--- src/design/fvca_pkg.sv ---
// Shared types, constants and fixed-point helpers for the finite-volume coefficient block.
// No dependencies; used by fvca_div and finite_volume_coeff_assembly.
package fvca_pkg;

    localparam int DATA_W    = 32;
    localparam int FRAC_BITS = 16;
    localparam int PROD_W    = 2 * DATA_W;
    localparam int QUO_W     = DATA_W;

    localparam logic signed [DATA_W-1:0] MAX_V = {1'b0, {(DATA_W-1){1'b1}}};
    localparam logic signed [DATA_W-1:0] MIN_V = {1'b1, {(DATA_W-1){1'b0}}};
    localparam logic signed [DATA_W-1:0] ONE_Q = DATA_W'(1) << FRAC_BITS;
    localparam logic signed [PROD_W-1:0] RND_Q = (PROD_W'(1) << FRAC_BITS) - PROD_W'(1);

    typedef enum logic [0:0] {
        REG_DIFFUSIVITY = 1'b0,
        REG_TIME_STEP   = 1'b1
    } cfg_reg_t;

    typedef struct packed {
        logic                     is_interior;
        logic signed [DATA_W-1:0] left_x;
        logic signed [DATA_W-1:0] top_y;
        logic signed [DATA_W-1:0] right_x;
        logic signed [DATA_W-1:0] bottom_y;
        logic [30:0]              k_left;
        logic [30:0]              k_right;
        logic [30:0]              k_up;
        logic [30:0]              k_down;
        logic signed [DATA_W-1:0] boundary_value;
        logic signed [DATA_W-1:0] source_density;
        logic signed [DATA_W-1:0] previous_value;
    } in_t;

    typedef struct packed {
        logic signed [DATA_W-1:0] center_x;
        logic signed [DATA_W-1:0] center_y;
        logic signed [DATA_W-1:0] coeff_left;
        logic signed [DATA_W-1:0] coeff_right;
        logic signed [DATA_W-1:0] coeff_up;
        logic signed [DATA_W-1:0] coeff_down;
        logic signed [DATA_W-1:0] coeff_center;
        logic signed [DATA_W-1:0] coeff_constant;
        logic                     math_error;
    } out_t;

    typedef struct packed {
        logic                     err;
        logic signed [DATA_W-1:0] val;
    } sat_t;

    // Clamp a value one bit wider than the data range.
    function automatic sat_t sat_wide(input logic signed [DATA_W:0] x);
        sat_t r;
        r.err = x[DATA_W] != x[DATA_W-1];
        r.val = r.err ? (x[DATA_W] ? MIN_V : MAX_V) : x[DATA_W-1:0];
        return r;
    endfunction

    function automatic sat_t sat_add(input logic signed [DATA_W-1:0] a,
                                     input logic signed [DATA_W-1:0] b);
        return sat_wide({a[DATA_W-1], a} + {b[DATA_W-1], b});
    endfunction

    function automatic sat_t sat_sub(input logic signed [DATA_W-1:0] a,
                                     input logic signed [DATA_W-1:0] b);
        return sat_wide({a[DATA_W-1], a} - {b[DATA_W-1], b});
    endfunction

    // Scale a full product back to Qm.n, truncating toward zero, and clamp.
    function automatic sat_t mulq_fin(input logic signed [PROD_W-1:0] p);
        logic signed [PROD_W-1:0] t;
        sat_t                     r;
        t     = p + (p[PROD_W-1] ? RND_Q : PROD_W'(0));
        t     = t >>> FRAC_BITS;
        r.err = t[PROD_W-1:DATA_W-1] != {(PROD_W-DATA_W+1){t[DATA_W-1]}};
        r.val = r.err ? (t[PROD_W-1] ? MIN_V : MAX_V) : t[DATA_W-1:0];
        return r;
    endfunction

    function automatic logic [DATA_W-1:0] mag(input logic signed [DATA_W-1:0] x);
        return x[DATA_W-1] ? DATA_W'(-x) : DATA_W'(x);
    endfunction

endpackage

--- src/design/fvca_div.sv ---
// Pipelined restoring divider, one quotient bit per register stage.
// Depends on fvca_pkg; the caller guarantees dividend < divisor * 2**QUO_W.
module fvca_div (
    input  logic                        clk,
    input  logic [fvca_pkg::PROD_W-1:0] dividend,
    input  logic [fvca_pkg::QUO_W-1:0]  divisor,
    output logic [fvca_pkg::QUO_W-1:0]  quotient
);

    localparam int N = fvca_pkg::QUO_W;

    logic [N-1:0] rem_reg [N];
    logic [N-1:0] low_reg [N];
    logic [N-1:0] dvs_reg [N];
    logic [N-1:0] quo_reg [N];

    genvar i;
    generate
        for (i = 0; i < N; i++)
        begin : g_step
            logic [N-1:0] rem_in;
            logic [N-1:0] low_in;
            logic [N-1:0] dvs_in;
            logic [N-1:0] quo_in;
            logic [N:0]   trial;
            logic         fits;
            logic [N-1:0] rem_next;
            logic [N-1:0] quo_next;

            if (i == 0)
            begin : g_first
                assign rem_in = dividend[2*N-1:N];
                assign low_in = dividend[N-1:0];
                assign dvs_in = divisor;
                assign quo_in = '0;
            end
            else
            begin : g_rest
                assign rem_in = rem_reg[i-1];
                assign low_in = low_reg[i-1];
                assign dvs_in = dvs_reg[i-1];
                assign quo_in = quo_reg[i-1];
            end

            // shift in the next dividend bit, subtract if it fits
            assign trial    = {rem_in, low_in[N-1]};
            assign fits     = trial >= {1'b0, dvs_in};
            assign rem_next = fits ? N'(trial - {1'b0, dvs_in}) : trial[N-1:0];
            assign quo_next = {quo_in[N-2:0], fits};

            always_ff @(posedge clk)
            begin
                rem_reg[i] <= rem_next;
                low_reg[i] <= {low_in[N-2:0], 1'b0};
                dvs_reg[i] <= dvs_in;
                quo_reg[i] <= quo_next;
            end
        end
    endgenerate

    assign quotient = quo_reg[N-1];

endmodule
--- config.mk ---
export PLATFORM = sky130hd
export DESIGN_NAME = fvca_div
export DESIGN_NICKNAME = d
export VERILOG_FILES = /design/src/design/fvca_pkg.sv /design/src/design/fvca_div.sv
export SDC_FILE = /design/constraint.sdc
export NUM_CORES = 2
export LEC_CHECK = 0
export BUFFER_PORTS_ARGS = -buffer_cell sky130_fd_sc_hd__buf_4
export CAP_MARGIN = 20
export CORE_MARGIN = 2
export CORE_UTILIZATION = 35
export DETAILED_ROUTE_END_ITERATION = 6
export PLACE_DENSITY = 0.57
export SLEW_MARGIN = 20
export SYNTH_ARGS = -nofsm -noshare
export SYNTH_HDL_FRONTEND = slang
export SYNTH_SLANG_ARGS = --single-unit
--- constraint.sdc ---
create_clock -name clk -period 5.1 [get_ports clk]
set_clock_uncertainty 0.05 [all_clocks]
set_input_delay 0.255 -clock clk [delete_from_list [all_inputs] [get_ports clk]]
set_output_delay 0.255 -clock clk [all_outputs]
set_load 0.02 [all_outputs]
==> out/qor.yml <==
status: "finished, final reports clean"
ys_seq_area_frac: 0.480
numCtsBuffers: 328
worstHoldStart: "dividend[56]"
die-area_mm2: 0.363
clock_path_buffers: 4
cts_tree: "built"
nets: 14300
intPower_mw: 67.8
h-tree-depth: 5
setup_viol: 0
io_pins: 129
worst_pin_slew_ns: 0.959
path_class: "in -> reg"
reg2reg_slack_ns: 0.91
min_path_cells: 4
wirelength_um: 291000
fin_setup_tns_ns: 0
syn_inst: 12700
grt_max_degree: 58
cts.sinks: 3008
core-area_mm2: 0.356
stdcell_area_mm2: 0.145
final_core_util: 0.407
synth-main-ff-cell: "dfxtp_1"
die_y_um: 603
gp_congestion: 0.903
cellLeakagePower_nw: 65.6
final_cell_mix: "3,008 x dfxtp_1, 1,298 x inv_1, 1,024 x ha_1, 997 x a21oi_1, 713 x nand2_1"
yosysUniqueCellTypes: 104
r2r_start: "dvs_reg[0][161]$_DFF_P_"
synth.area.top_cells: "dfxtp_1 48%, ha_1 10%, mux2_2 4.8%, a21oi_1 4.0%, inv_1 3.9%"
grt_util_all_layers: 0.155
power.density_mw_per_mm2: 739
drive_gt1_frac: 0.103
syn_area_per_cell_um2: 9.90
seqPwrFrac: 0.325
period_share: 0.881
synth_top_area_frac: 0.480
vdd_drop_max_mv: 0.292
numPortBuffers: 128
crit_arrival_ns: 5.29
areaGrowthSynthToFinish_pct: 15.7
firstDrtPassIters: 6
yosys.area.top_type: "dfxtp_1"
power_frac_clock: 0.226
hold_viol_final: 0
r2r.worst_path.cells: 14
rsz0062_at_grt: "false"
cap_violations: 0
grt_pass1_wl_um: 460000
ant_nets: 0
drc_errors: 0
power_frac_comb: 0.449
slew_violations: 0
num-fill-cells: 34800
syn_area_mm2: 0.125
die_w_um: 603
hold_class: "in -> reg"
crit_path_start_kind: "primary input"
grt_pass1_vias: 85000
dr_total_vias: 87300
fmax_mhz: 223
antenna_found_initial: 5
finalCriticalPeriod_ns: 4.49
min_to: "rem_reg[0][25]$_DFF_P_"
switching_share: 0.369
synthArstFlopShare: 0
start_util: 0.352
vias_per_cell: 4.82
rr_endpoint: "rem_reg[0][198]$_DFF_P_"
wl_per_cell_um: 16.1
placed_area_mm2: 0.132
clk_pin_slew_ns: 0.06
drtIter0Drc: 5466
layout_commonest_cell: "dfxtp_1"
p_switching_mw: 39.6
grt-ovfl-total: 0
synth-edff-count: 0
slew_headroom: 0.361
dpl.hpwl_um: 224000
cp_max_fo: 26
syn_nets: 13800
rows: 219
ys_warn_count: 0
critPathRequiredTime_ns: 5.89
ys_seq_elements: 3008
clock_latency_ns: 0.92
crit_path_end_kind: "register"
cts_root_buf: "clkbuf_16"
[per-layer routing]
| metal | vias up | GRT usage | routed length (um) |
|---|---|---|---|
| met1 | 40500 | 0.192 | 128000 |
| li1 | 44700 | - | - |
| met3 | 487 | 0.0197 | 11800 |
| met5 | - | 0 | 0 |
| met2 | 1627 | 0.280 | 143000 |
| met4 | 0 | 0.0476 | 8480 |
[cell usage after synthesis, types with 29 or more instances]
master / instances
a211o_1: 34
a211oi_1: 70
a21boi_0: 29
a21o_1: 458
a21oi_1: 998
a31oi_1: 97
and2_1: 43
and3_1: 91
buf_2: 47
clkbuf_1: 207
dfxtp_1: 3008
fa_1: 31
ha_1: 1024
inv_1: 1298
mux2_2: 533
mux2i_1: 44
nand2_1: 713
nand2b_1: 133
nand3_1: 196
nand4_1: 155
nor2_1: 650
nor2b_1: 161
nor3_1: 131
nor4_1: 35
o211ai_1: 32
o21a_1: 147
o21ai_0: 704
o21bai_1: 135
o31a_1: 50
o31ai_1: 73
or3_1: 49
xnor2_1: 536
xor2_1: 298
[per-stage QoR]
stage	hold WS (ns)	cells	setup slack [ns]	total power [mW]
after CTS	0.000627	18100	0.803	108
final	0.0790	18100	0.606	107
after global placement	0.260	17300	0.846	83.0
after detailed placement	0.262	17300	0.879	83.1
after global routing	0.0302	18100	0.364	115
after floorplan	0.233	12700	1.65	71.6
[critical path, stage by stage]
cell and delay [ns]:
dlygate4sd3_1 0.53, buf_4 0.14, ha_1 0.35, a21oi_1 0.28, nand4_1 0.17, o31ai_1 0.35
o21ai_1 0.18, nor4_1 0.29, buf_4 0.20, o31ai_1 0.08, a21oi_1 0.30, nor2b_1 0.14
nor2_4 0.53, buf_12 0.24, nand2_1 0.06, dlygate4sd3_1 0.55, o21ai_0 0.07, dlygate4sd3_1 0.56
[worst max path at each step]
stage / start / endpoint
after detailed placement: dvs_reg[0][225]$_DFF_P_ / rem_reg[0][268]$_DFF_P_
after CTS: dividend[38] / rem_reg[0][4]$_DFF_P_
final: dividend[38] / rem_reg[0][4]$_DFF_P_
after floorplan: dvs_reg[1][237]$_DFF_P_ / rem_reg[1][260]$_DFF_P_
after global routing: divisor[7] / rem_reg[0][30]$_DFF_P_
after global placement: dvs_reg[0][449]$_DFF_P_ / rem_reg[0][510]$_DFF_P_
[timing repair]
action	in CTS	in global routing
setup buffers	0	0
resized for setup	0	0
hold buffers	205	0
hold endpoints to repair	96	0
setup endpoints to repair	0	0
[cell type report]
class / count / area (um^2) / share of cell area
Multi-Input combinational cell: 8097 / 59400 / 0.409
Timing Repair Buffer: 378 / 3470 / 0.0239
Clock inverter: 158 / 2110 / 0.0146
Antenna cell: 4 / 10.0 / 0.0000690
Tap cell: 4751 / 5940 / 0.0410
Inverter: 1298 / 4870 / 0.0336
Sequential cell: 3008 / 60200 / 0.415
Clock buffer: 429 / 9140 / 0.0630
[power by group through the flow]
stage / sequential [mW] / clock (mW) / combinational, mW
final: 34.9 / 24.3 / 48.2
after floorplan: 33.4 / 0 / 38.2
after global placement: 35.6 / 0 / 47.4
after CTS: 35.1 / 25.2 / 48.1
after detailed placement: 35.5 / 0 / 47.5
after global routing: 35.5 / 26.1 / 53.8
[cells by family (layout without fill, tap and decap cells)]
kind of cell | count (synthesis) | after routing | share of synthesized area
fa+ha+maj | 1055 | 1055 | 0.107
compound gates | 3138 | 3138 | 0.158
simple gates | 2462 | 2462 | 0.0937
flops | 3008 | 3008 | 0.480
other cells | 0 | 4 | 0
buf+inv | 1572 | 2263 | 0.0482
xor+xnor | 834 | 834 | 0.0582
mux | 608 | 608 | 0.0547
No activity file was read; power rests on OpenSTA's default activity.
